`src/hw/rtl/srpg_pkg.sv`:
```
// Shared constants for the spiral rectangle point generator.
// No dependencies; used by spiral_rect_point_generator_core.
package srpg_pkg;

  localparam int unsigned CoordBitsDef = 12;
  localparam int unsigned CfgBits      = 13;
  localparam int unsigned OffsetBits   = 24;
  localparam int unsigned StatusBits   = 2;
  localparam int unsigned InDataBits   = 56;

  localparam logic [CfgBits-1:0] LatticeWidthRst  = 13'd64;
  localparam logic [CfgBits-1:0] LatticeHeightRst = 13'd64;

  // register indexes on the configuration port
  localparam logic RegLatticeWidth  = 1'b0;
  localparam logic RegLatticeHeight = 1'b1;

  // result status codes
  localparam logic [StatusBits-1:0] StPoint    = 2'd0;
  localparam logic [StatusBits-1:0] StFinished = 2'd1;
  localparam logic [StatusBits-1:0] StAccept   = 2'd2;
  localparam logic [StatusBits-1:0] StReject   = 2'd3;

  // input word function flag
  localparam logic FuncStart = 1'b0;

  // internal signed coordinate, wide enough for ring edges one step outside
  typedef logic signed [14:0] coord_t;

endpackage

```
`src/hw/rtl/spiral_rect_point_generator_core.sv`:
```
// Spiral rectangle point generator: clips a rectangle to the lattice and
// emits its points from the center outward. Depends on srpg_pkg.
//
// Throughput 1 word per cycle while the skid stage is empty.
// The ring stepping, phase fall-through and one 14x13 offset multiply sit
// between the scan state registers and the result register; a skid stage
// keeps the input open while one result waits. Reset: scan done, lattice 64x64.
module spiral_rect_point_generator_core #(
  parameter int unsigned COORD_BITS = srpg_pkg::CoordBitsDef
) (
  input  logic                               clk_i,
  input  logic                               rst_ni,
  // configuration
  input  logic                               cfg_we_i,
  input  logic                               cfg_addr_i,
  input  logic [srpg_pkg::CfgBits-1:0]       cfg_wdata_i,
  // input words
  input  logic                               s_axis_tvalid_i,
  output logic                               s_axis_tready_o,
  // origin_x[12:0], origin_y[25:13], span_x[38:26], span_y[51:39], zero pad
  input  logic [srpg_pkg::InDataBits-1:0]    s_axis_tdata_i,
  // func
  input  logic                               s_axis_tuser_i,
  // result words
  output logic                               m_axis_tvalid_o,
  input  logic                               m_axis_tready_i,
  // point_x, point_y, point_offset (24), zero pad
  output logic [((2*COORD_BITS+24+7)/8)*8-1:0] m_axis_tdata_o,
  // status
  output logic [srpg_pkg::StatusBits-1:0]    m_axis_tuser_o
);

  localparam int unsigned OutDataBits = ((2*COORD_BITS+24+7)/8)*8;
  localparam int unsigned OffBits     = srpg_pkg::OffsetBits;

  typedef enum logic [2:0] {
    PH_RIGHT = 3'd0,
    PH_DOWN  = 3'd1,
    PH_LEFT  = 3'd2,
    PH_UP    = 3'd3,
    PH_NEXT  = 3'd4,
    PH_DONE  = 3'd5
  } phase_e;

  // configuration
  logic [12:0] width_q, height_q;

  always_ff @(posedge clk_i or negedge rst_ni) begin
    if (!rst_ni) begin
      width_q  <= srpg_pkg::LatticeWidthRst;
      height_q <= srpg_pkg::LatticeHeightRst;
    end else if (cfg_we_i) begin
      if (cfg_addr_i == srpg_pkg::RegLatticeWidth) begin
        width_q <= cfg_wdata_i;
      end else begin
        height_q <= cfg_wdata_i;
      end
    end
  end

  // scan state
  phase_e                 phase_q, phase_d;
  srpg_pkg::coord_t       cur_x_q, cur_x_d, cur_y_q, cur_y_d;
  srpg_pkg::coord_t       ring_l_q, ring_l_d, ring_r_q, ring_r_d;
  srpg_pkg::coord_t       ring_t_q, ring_t_d, ring_b_q, ring_b_d;
  logic [11:0]            clip_l_q, clip_l_d;
  logic [OffBits-1:0]     off_q, off_d;

  // handshake
  logic in_acc, out_pop;
  logic out_valid_q, skid_valid_q;
  logic [OutDataBits-1:0]          out_data_q, skid_data_q;
  logic [srpg_pkg::StatusBits-1:0] out_st_q, skid_st_q;

  assign s_axis_tready_o = !skid_valid_q;
  assign in_acc  = s_axis_tvalid_i && s_axis_tready_o;
  assign out_pop = out_valid_q && m_axis_tready_i;

  // start decode
  logic signed [12:0] ox, oy;
  logic [12:0]        sx, sy;
  srpg_pkg::coord_t   oxe, oye, wd, ht, x0, y0, nx, ny, lim_x, lim_y;
  srpg_pkg::coord_t   low, odd, s_rl, s_rr, s_rt, s_rb, s_cx, s_cy;
  phase_e             s_ph;
  logic               reject;

  assign ox = s_axis_tdata_i[12:0];
  assign oy = s_axis_tdata_i[25:13];
  assign sx = s_axis_tdata_i[38:26];
  assign sy = s_axis_tdata_i[51:39];

  always_comb begin
    oxe   = {{2{ox[12]}}, ox};
    oye   = {{2{oy[12]}}, oy};
    wd    = {2'b00, width_q};
    ht    = {2'b00, height_q};
    x0    = ox[12] ? '0 : oxe;
    y0    = oy[12] ? '0 : oye;
    nx    = {2'b00, sx} + (ox[12] ? oxe : '0);
    ny    = {2'b00, sy} + (oy[12] ? oye : '0);
    lim_x = wd - x0;
    lim_y = ht - y0;
    if (lim_x < nx) begin
      nx = lim_x;
    end
    if (lim_y < ny) begin
      ny = lim_y;
    end
    reject = (width_q == '0) || (height_q == '0) || nx[14] || (nx == '0)
             || ny[14] || (ny == '0);
    if (ny < nx) begin
      odd  = {14'd0, ny[0]};
      low  = (ny - 15'sd1) >>> 1;
      s_rl = x0 + low;
      s_rr = x0 + nx - low - 15'sd1;
      s_rt = y0 + low;
      s_cy = s_rt;
      s_rb = s_rt - odd + 15'sd1;
      if (ny[0]) begin
        s_ph = PH_LEFT;
        s_cx = s_rr + 15'sd1;
      end else begin
        s_ph = PH_RIGHT;
        s_cx = s_rl - 15'sd1;
      end
    end else begin
      odd  = {14'd0, nx[0]};
      low  = (nx - 15'sd1) >>> 1;
      s_rl = x0 + low;
      s_rr = s_rl - odd + 15'sd1;
      s_rt = y0 + low;
      s_rb = y0 + ny - low - 15'sd1;
      if (nx[0]) begin
        s_ph = PH_UP;
        s_cx = s_rl;
        s_cy = s_rb + 15'sd1;
      end else begin
        s_ph = PH_RIGHT;
        s_cx = s_rl - 15'sd1;
        s_cy = s_rt;
      end
    end
  end

  // next-point decode: first phase from the current one that can move
  logic [4:0]       can_go;
  phase_e           act;
  logic             act_found;
  logic             edge_out;
  srpg_pkg::coord_t nl, nt;

  assign nl       = ring_l_q - 15'sd1;
  assign nt       = ring_t_q - 15'sd1;
  assign edge_out = nl < $signed({3'b000, clip_l_q});

  always_comb begin
    can_go[PH_RIGHT] = cur_x_q != ring_r_q;
    can_go[PH_DOWN]  = cur_y_q != ring_b_q;
    can_go[PH_LEFT]  = cur_x_q != ring_l_q;
    can_go[PH_UP]    = cur_y_q > ring_t_q + 15'sd1;
    can_go[PH_NEXT]  = 1'b1;
    act       = PH_DONE;
    act_found = 1'b0;
    for (int k = 0; k < 5; k++) begin
      if (!act_found && (3'(k) >= phase_q) && can_go[k]) begin
        act       = phase_e'(3'(k));
        act_found = 1'b1;
      end
    end
  end

  // shared offset multiply
  srpg_pkg::coord_t mul_y, mul_x;
  logic [26:0]      prod;
  logic [OffBits-1:0] mul_off;

  assign mul_y   = (s_axis_tuser_i == srpg_pkg::FuncStart) ? s_cy : nt;
  assign mul_x   = (s_axis_tuser_i == srpg_pkg::FuncStart) ? s_cx : nl;
  assign prod    = mul_y[13:0] * width_q;
  assign mul_off = prod[OffBits-1:0] + {{(OffBits-15){mul_x[14]}}, mul_x};

  // step and result
  logic [srpg_pkg::StatusBits-1:0] res_st;
  logic [OutDataBits-1:0]          res_data;
  logic [31:0]                     px, py;

  always_comb begin
    phase_d  = phase_q;
    cur_x_d  = cur_x_q;
    cur_y_d  = cur_y_q;
    ring_l_d = ring_l_q;
    ring_r_d = ring_r_q;
    ring_t_d = ring_t_q;
    ring_b_d = ring_b_q;
    clip_l_d = clip_l_q;
    off_d    = off_q;
    res_st   = srpg_pkg::StFinished;
    if (s_axis_tuser_i == srpg_pkg::FuncStart) begin
      if (reject) begin
        phase_d = PH_DONE;
        res_st  = srpg_pkg::StReject;
      end else begin
        phase_d  = s_ph;
        cur_x_d  = s_cx;
        cur_y_d  = s_cy;
        ring_l_d = s_rl;
        ring_r_d = s_rr;
        ring_t_d = s_rt;
        ring_b_d = s_rb;
        clip_l_d = x0[11:0];
        off_d    = mul_off;
        res_st   = srpg_pkg::StAccept;
      end
    end else begin
      case (act)
        PH_RIGHT: begin
          phase_d = PH_RIGHT;
          cur_x_d = cur_x_q + 15'sd1;
          off_d   = off_q + 24'd1;
          res_st  = srpg_pkg::StPoint;
        end
        PH_DOWN: begin
          phase_d = PH_DOWN;
          cur_y_d = cur_y_q + 15'sd1;
          off_d   = off_q + {11'd0, width_q};
          res_st  = srpg_pkg::StPoint;
        end
        PH_LEFT: begin
          phase_d = PH_LEFT;
          cur_x_d = cur_x_q - 15'sd1;
          off_d   = off_q - 24'd1;
          res_st  = srpg_pkg::StPoint;
        end
        PH_UP: begin
          phase_d = PH_UP;
          cur_y_d = cur_y_q - 15'sd1;
          off_d   = off_q - {11'd0, width_q};
          res_st  = srpg_pkg::StPoint;
        end
        PH_NEXT: begin
          if (edge_out) begin
            phase_d = PH_DONE;
          end else begin
            phase_d  = PH_RIGHT;
            ring_l_d = nl;
            ring_t_d = nt;
            ring_r_d = ring_r_q + 15'sd1;
            ring_b_d = ring_b_q + 15'sd1;
            cur_x_d  = nl;
            cur_y_d  = nt;
            off_d    = mul_off;
            res_st   = srpg_pkg::StPoint;
          end
        end
        default: begin
          res_st = srpg_pkg::StFinished;
        end
      endcase
    end
    // emitted points lie inside the lattice, so coordinates are non-negative
    px       = {17'd0, cur_x_d};
    py       = {17'd0, cur_y_d};
    res_data = '0;
    if (res_st == srpg_pkg::StPoint) begin
      res_data[COORD_BITS-1:0]                   = px[COORD_BITS-1:0];
      res_data[2*COORD_BITS-1:COORD_BITS]        = py[COORD_BITS-1:0];
      res_data[2*COORD_BITS+OffBits-1:2*COORD_BITS] = off_d;
    end
  end

  always_ff @(posedge clk_i or negedge rst_ni) begin
    if (!rst_ni) begin
      phase_q  <= PH_DONE;
      cur_x_q  <= '0;
      cur_y_q  <= '0;
      ring_l_q <= '0;
      ring_r_q <= '0;
      ring_t_q <= '0;
      ring_b_q <= '0;
      clip_l_q <= '0;
      off_q    <= '0;
    end else if (in_acc) begin
      phase_q  <= phase_d;
      cur_x_q  <= cur_x_d;
      cur_y_q  <= cur_y_d;
      ring_l_q <= ring_l_d;
      ring_r_q <= ring_r_d;
      ring_t_q <= ring_t_d;
      ring_b_q <= ring_b_d;
      clip_l_q <= clip_l_d;
      off_q    <= off_d;
    end
  end

  // result register with skid stage
  always_ff @(posedge clk_i or negedge rst_ni) begin
    if (!rst_ni) begin
      out_valid_q  <= 1'b0;
      skid_valid_q <= 1'b0;
    end else if (skid_valid_q) begin
      if (out_pop) begin
        skid_valid_q <= 1'b0;
      end
    end else if (in_acc) begin
      if (out_valid_q && !out_pop) begin
        skid_valid_q <= 1'b1;
      end
      out_valid_q <= 1'b1;
    end else if (out_pop) begin
      out_valid_q <= 1'b0;
    end
  end

  always_ff @(posedge clk_i) begin
    if (skid_valid_q) begin
      if (out_pop) begin
        out_data_q <= skid_data_q;
        out_st_q   <= skid_st_q;
      end
    end else if (in_acc) begin
      if (out_valid_q && !out_pop) begin
        skid_data_q <= res_data;
        skid_st_q   <= res_st;
      end else begin
        out_data_q <= res_data;
        out_st_q   <= res_st;
      end
    end
  end

  assign m_axis_tvalid_o = out_valid_q;
  assign m_axis_tdata_o  = out_data_q;
  assign m_axis_tuser_o  = out_st_q;

  // checks
  a_skid_needs_out: assert property (@(posedge clk_i) disable iff (!rst_ni)
    skid_valid_q |-> out_valid_q)
    else $error("skid word held without a result word");

  a_skid_fill: assert property (@(posedge clk_i) disable iff (!rst_ni)
    $rose(skid_valid_q) |-> $past(out_valid_q && !m_axis_tready_i))
    else $error("skid filled while result could drain");

  a_reject_done: assert property (@(posedge clk_i) disable iff (!rst_ni)
    (in_acc && (res_st == srpg_pkg::StReject)) |=> (phase_q == PH_DONE))
    else $error("rejected start left scan active");

endmodule
```
`config.mk`:
```
export PLATFORM = sky130hd
export DESIGN_NAME = spiral_rect_point_generator_core
export DESIGN_NICKNAME = d
export VERILOG_FILES = /design/src/hw/rtl/srpg_pkg.sv /design/src/hw/rtl/spiral_rect_point_generator_core.sv
export SDC_FILE = /design/constraint.sdc
export NUM_CORES = 2
export LEC_CHECK = 0
export BUFFER_PORTS_ARGS = -buffer_cell sky130_fd_sc_hd__buf_4
export CORE_MARGIN = 10
export CORE_UTILIZATION = 55
export CTS_CLUSTER_DIAMETER = 40
export DETAILED_ROUTE_END_ITERATION = 6
export PLACE_DENSITY = 0.72
export SLEW_MARGIN = 0
export SYNTH_ARGS = -nofsm -noshare
export SYNTH_HDL_FRONTEND = slang
export SYNTH_SLANG_ARGS = --single-unit
export TNS_END_PERCENT = 30
```
`constraint.sdc`:
```
create_clock -name clk_i -period 14.95 [get_ports clk_i]
set_clock_uncertainty 0.2 [all_clocks]
set_input_delay 2.2425 -clock clk_i [delete_from_list [all_inputs] [get_ports clk_i]]
set_output_delay 2.2425 -clock clk_i [all_outputs]
set_load 0.05 [all_outputs]
```
=== Yosys cells after proc, flatten, opt, wreduce, memory -nomap -nowiden ===
Cells that the tools add are included.

* Add/sub/neg operators: 38
* Reductions and logical operators: 41
* Order comparisons: 10
* Equal/unequal tests: 16
* $mul: 1
* Bitwise operators: 4
* Muxes and demuxes: 80

{| class="wikitable"
|+ Operator list
! operator !! count
|-
| 15-bit 2-to-1 mux || 36
|-
| 48-bit 2-to-1 mux || 5
|-
| 15-bit by 2-bit subtractor with 15-bit output (second input constant) || 10
|-
| 15-bit by 2-bit adder with 15-bit output (second input constant) || 9
|-
| 24-bit case mux with 5 select lines || 1
|-
| 15-bit case mux with 3 select lines || 2
|-
| 24-bit 2-to-1 mux || 3
|-
| 13-bit by 14-bit adder with 15-bit output || 4
|-
| 13-bit by 15-bit adder with 15-bit output || 4
|-
| 15-bit inequality test || 3
|-
| 15-bit logical NOT || 2
|-
| 14-bit by 15-bit < comparator with 1-bit output || 2
|-
| 15-bit by 14-bit subtractor with 15-bit output || 2
|-
| 15-bit by 2-bit subtractor with 15-bit output || 2
|-
| 13-bit by 12-bit subtractor with 14-bit output || 2
|-
| 3-bit 2-to-1 mux || 9
|-
| 13-bit logical NOT || 2
|-
| 24-bit by 1-bit adder with 24-bit output (second input constant) || 1
|-
| 24-bit by 13-bit adder with 24-bit output || 1
|-
| 24-bit adder || 1
|-
| 14-bit by 13-bit multiplier with 24-bit output || 1
|-
| 12-bit 2-to-1 mux || 2
|-
| 24-bit by 1-bit subtractor with 24-bit output (second input constant) || 1
|-
| 24-bit by 13-bit subtractor with 24-bit output || 1
|-
| other kinds (30) || 84
|}

* Word-level logic and storage cells: 209
* Bits in registers: 257
* Output and inout port bits: 52
* Input bits: 76

=== Longest topological paths before layout ===
* Word-level depth: 27
* Mapped depth: 68
* Depth with buffers taken out: 62

=== Worst setup path after synthesis ===
OpenSTA, ideal clock, no wires.

* Path kind: input to register
* From: input port s_axis_tdata_i[25] (netlist bit)
* To: register out_data_q[47], in the netlist m_axis_tdata_o[47] (data pin)
* Path buffers: 5
* Setup slack: -1.293 ns
* Setup time: 0.268 ns
* Required time: 14.482 ns
* Arrival: 15.775 ns
* Stages: 59
* Cells stage by stage: clkbuf_1 clkbuf_1 and2_1 ha_1 fa_1 a211o_1 a21o_1 a2111oi_0 nor3_1 xnor2_1 ha_1 or4_1 a211o_1 a211o_1 a211o_1 a32oi_4 clkbuf_1 clkbuf_1 [23 not listed] fa_1 fa_1 fa_1 inv_1 fa_1 inv_1 ha_1 a21o_1 a21oi_1 nand2_1 a31oi_1 o21ai_0 o41ai_1 o21bai_1 a21oi_1 xor3_1 a21oi_1 o31ai_1

* Longest elaborated chain between the ends: 20
* Elaborated cells between the ends (all ways): 41
* Those cells by class: 15 x add/sub; 1 x mul; 2 x order compare; 19 x mux; 4 x reduce/logical

{| class="wikitable"
|+ Ends and longest elaborated chain
! item !! line !! source
|-
| start, declared || spiral_rect_point_generator_core.sv:21 || <nowiki>input logic [srpg_pkg::InDataBits-1:0] s_axis_tdata_i,</nowiki>
|-
| 15-bit 2-to-1 mux or 12-bit 2-to-1 mux (tied branches) || spiral_rect_point_generator_core.sv:100, spiral_rect_point_generator_core.sv:98 ||
|-
| 13-bit by 15-bit adder with 15-bit output or 13-bit by 12-bit subtractor with 14-bit output (tied branches) || spiral_rect_point_generator_core.sv:100, spiral_rect_point_generator_core.sv:102 ||
|-
| 14-bit by 15-bit < comparator with 1-bit output || spiral_rect_point_generator_core.sv:106 || <nowiki>if (lim_y < ny) begin</nowiki>
|-
| 15-bit 2-to-1 mux || spiral_rect_point_generator_core.sv:106 ||
|-
| 13-bit by 15-bit adder with 15-bit output || spiral_rect_point_generator_core.sv:132 || <nowiki>s_rb = y0 + ny - low - 15'sd1;</nowiki>
|-
| 15-bit by 14-bit subtractor with 15-bit output || spiral_rect_point_generator_core.sv:132 ||
|-
| 15-bit by 2-bit subtractor with 15-bit output || spiral_rect_point_generator_core.sv:132 ||
|-
| 15-bit by 2-bit adder with 15-bit output || spiral_rect_point_generator_core.sv:136 || <nowiki>s_cy = s_rb + 15'sd1;</nowiki>
|-
| [4 not listed] || - ||
|-
| 24-bit adder || spiral_rect_point_generator_core.sv:180 || <nowiki>assign mul_off = prod[OffBits-1:0] + {{(OffBits-15){mul_x[14]}}, mul_x};</nowiki>
|-
| 24-bit 2-to-1 mux || spiral_rect_point_generator_core.sv:241 || <nowiki>if (edge_out) begin</nowiki>
|-
| 24-bit case mux with 5 select lines || spiral_rect_point_generator_core.sv:215 || <nowiki>case (act)</nowiki>
|-
| 24-bit 2-to-1 mux || spiral_rect_point_generator_core.sv:198 || <nowiki>if (s_axis_tuser_i == srpg_pkg::FuncStart) begin</nowiki>
|-
| 48-bit 2-to-1 mux * || spiral_rect_point_generator_core.sv:264 || <nowiki>if (res_st == srpg_pkg::StPoint) begin</nowiki>
|-
| 48-bit 2-to-1 mux * || spiral_rect_point_generator_core.sv:321 || <nowiki>if (out_valid_q && !out_pop) begin</nowiki>
|-
| 48-bit 2-to-1 mux * || spiral_rect_point_generator_core.sv:320 || <nowiki>end else if (in_acc) begin</nowiki>
|-
| 48-bit 2-to-1 mux * || spiral_rect_point_generator_core.sv:315 || <nowiki>if (skid_valid_q) begin</nowiki>
|-
| end signal, assigned || spiral_rect_point_generator_core.sv:317 || <nowiki>out_data_q <= skid_data_q;</nowiki>
|-
| end signal, assigned || spiral_rect_point_generator_core.sv:325 || <nowiki>out_data_q <= res_data;</nowiki>
|-
| end, declared || spiral_rect_point_generator_core.sv:72 || <nowiki>logic [OutDataBits-1:0] out_data_q, skid_data_q;</nowiki>
|}

Mark *: on every way between the ends. The rest lies on a longest branch, timed or not. The select of a mux whose other input is x is not followed.
A chain may end at the register's enable or synchronous reset.

=== Final worst setup path ===
Ends and elaborated chain as after synthesis.

==> flow_summary.json <==
{
  "ys_warn_count": 0,
  "critPathSlowestCell": "fa_1",
  "dp_hpwl_mm": 93.2,
  "n_antenna_cell": 0,
  "synth_adder_area_share": 0.237,
  "critPathKind": "in2reg",
  "gpl.final_weighted_congestion": 0.988,
  "seq_area_mm2": 0.00694,
  "critPathRequiredTime_ns": 15.05,
  "grt_overflow": 0,
  "postPlaceCellArea_mm2": 0.0411,
  "area_growth_pct": 26.3,
  "max_stage_delay_ns": 0.57,
  "num_vias": 33900,
  "drtIter0Drc": 3088,
  "outcome": "finished clean",
  "die_width_um": 271,
  "firstDrtPassIters": 7,
  "wl_per_cell_um": 19.9,
  "port_buffers": 123,
  "yosysSeqAreaShare": 0.200,
  "drive_above_1_share": 0.240,
  "synth.area.mux_share": 0.0240,
  "cts_sinks": 257,
  "fmax_mhz": 67.3,
  "synth_xor_area_frac": 0.0891,
  "drcViolationCount": 0,
  "fin_nets": 5580,
  "antenna_found_initial": 0,
  "drtAntennaViolNets": 0,
  "fp.coreArea_mm2": 0.0621,
  "numCtsBuffers": 41,
  "synth_edf_count": 100,
  "endpoint_kind": "flop",
  "clockRootBuffer": "clkbuf_16",
  "synth_top_family_by_area": "adder cells",
  "drv_cap": 0,
  "relSlewSlack": 0.231,
  "dieHeight_um": 271,
  "synth_cell_type_count": 98,
  "viasPerCell": 5.82,
  "yosys.area_share.simple": 0.175,
  "path_common_cell": "fa_1",
  "synth_compound_area_frac": 0.204,
  "slew_violations": 0,
  "syn_inst": 4288,
  "rsz0062_at_grt": "yes",
  "hold_class": "reg2reg",
  "start_kind": "primary input",
  "cp_max_fo": 5,
  "synth_nets": 4907,
  "r2r_start": "width_q[4]",
  "ys_dominant_reg_cell": "dfrtp_1",
  "insertion_delay_ns": 0.57,
  "grt_pass1_wl_mm": 178,
  "final_common_cell": "buf_4",
  "cts_tree": "built",
  "start_util": 0.559,
  "worstPathArrival_ns": 14.95,
  "min_period_ns": 14.85,
  "synth.avg_cell_area_um2": 8.09,
  "path_delay_family": "compound AO/OA/AOI/OAI gates",
  "grt_max_degree": 83,
  "grt_usage": 0.303,
  "fin_crit_sh": 0.993,
  "synthArstFlopShare": 0.611,
  "critPathBufInv": 12,
  "multi_input_area_mm2": 0.0265,
  "tightestPinTransition_ns": 1.15,
  "setup_viol": 0,
  "die-area_mm2": 0.0735,
  "clock_path_buffers": 3,
  "worstHoldStart": "clip_l_q[7]",
  "io_pins": 128,
  "finalInstanceArea_mm2": 0.0438,
  "hold_violations": 0,
  "synth-seq-cells": 257,
  "htreeDepth": 2,
  "crit_start": "s_axis_tdata_i[25]",
  "path_clk_slew_ns": 0.06,
  "syn_area_mm2": 0.0347,
  "grt_pass1_vias": 32500,
  "most-common-layout-cells": "buf_4 (799), nand2_1 (458), inv_1 (441), ha_1 (336), a21oi_1 (318)",
  "fillers": 4944,
  "rows": 91,
  "finalWirelength_mm": 116
}
==> cell usage after synthesis, drive strengths merged (27+ instances only) <==
| cell type | instances | share of area |
|---|---|---|
| a21o | 59 | 0.013 |
| nand2 | 470 | 0.051 |
| a21boi | 28 | 0.0065 |
| o21bai | 52 | 0.011 |
| buf | 27 | 0.0036 |
| or3 | 55 | 0.0099 |
| xor2 | 110 | 0.028 |
| nand3 | 67 | 0.0097 |
| ha | 357 | 0.13 |
| a31oi | 28 | 0.0051 |
| edfxtp | 100 | 0.087 |
| clkbuf | 160 | 0.017 |
| dfrtp | 153 | 0.11 |
| nor3 | 63 | 0.0094 |
| o211ai | 28 | 0.0061 |
| nand4 | 28 | 0.0051 |
| xnor2 | 239 | 0.061 |
| o22ai | 39 | 0.0070 |
| and3 | 28 | 0.0051 |
| nor2b | 41 | 0.0074 |
| o21ai | 294 | 0.043 |
| o31ai | 41 | 0.0089 |
| a21oi | 360 | 0.052 |
| nand2b | 62 | 0.011 |
| mux2 | 49 | 0.016 |
| nor2 | 285 | 0.031 |
| and2 | 123 | 0.022 |
| mux2i | 28 | 0.0081 |
| fa | 186 | 0.11 |
| inv | 457 | 0.049 |
==> worst paths after layout <==
| check | to | slack [ns] | cells after the start |
|---|---|---|---|
| hold / removal | clip_l_q[7] | 0.28 | 2 |
| min in group asynchronous | clip_l_q[2] | 1.44 | 1 |
| setup / recovery | m_axis_tdata_o[47] | 0.10 | 61 |
| hold reg to reg | clip_l_q[7] | 0.28 | 2 |
| setup reg to reg | m_axis_tdata_o[47] | 1.43 | 62 |
| max in group asynchronous | ring_b_q[4] | 11.03 | 3 |
==> kinds of logic after synthesis <==
logic type	after synthesis
AOI/OAI and AO/OA	1129
muxes	77
xor gates and xnor gates	350
buffers and inverters	645
and+or+nand+nor	1283
DFF	257
adders and majority gates	547
==> registers in the layout, summed over array words and instances (netlist names) <==
name / flops
cur_x_q: 15
ring_l_q: 15
ring_t_q: 15
ring_r_q: 15
ring_b_q: 15
height_q: 13
skid_st_q: 2
m_axis_tdata_o: 48
phase_q: 3
skid_valid_q: 1
skid_data_q: 48
m_axis_tvalid_o: 1
m_axis_tuser_o: 2
clip_l_q: 12
cur_y_q: 15
off_q: 24
width_q: 13
==> layer usage <==
| metal | track usage | vias up | routed length [um] |
|---|---|---|---|
| met1 | 0.395 | 16000 | 47400 |
| li1 | - | 16200 | - |
| met2 | 0.488 | 1487 | 52800 |
| met5 | 0 | - | 0 |
| met4 | 0.155 | 0 | 6730 |
| met3 | 0.0398 | 266 | 9370 |
==> final cells by class <==
cell class                 count  area share
sequential                   257       0.158
inverter                     458      0.0393
multi-input combinational   3387       0.605
clock inverter                26     0.00634
timing repair buffer         816       0.142
tap                          837      0.0239
clock buffer                  48      0.0247
==> stage by stage <==
step / util / TNS, ns / worst slack, ns / hold WS (ns) / cells
2_1_floorplan: - / -0.0142 / -0.0142 / 0.250 / 4288
3_3_place_gp: 0.663 / -12.68 / -0.728 / 0.262 / 5703
3_5_place_dp: 0.663 / -17.04 / -0.841 / 0.272 / 5703
4_1_cts: 0.686 / -0.0214 / -0.0187 / 0.282 / 5780
5_1_grt: 0.706 / -3.41 / -0.323 / 0.319 / 5829
6_report: 0.706 / 0 / 0.102 / 0.283 / 5829
==> tightest hold or removal path, stage by stage (launching register included) <==
cell,delay [ns]
dfrtp_1,0.33
nand2_1,0.04
o21ai_0,0.07
==> timing repair <==
item                       4_1_cts  5_1_grt
hold buffers                     0        0
pin swaps                        5      125
buffers inserted                 3       49
gates cloned                     0        1
gates resized for setup         14      212
setup endpoints to repair       12       37
Power is not shown: default switching activity piles up to over one toggle a cycle in this logic, so the estimate is an artifact.
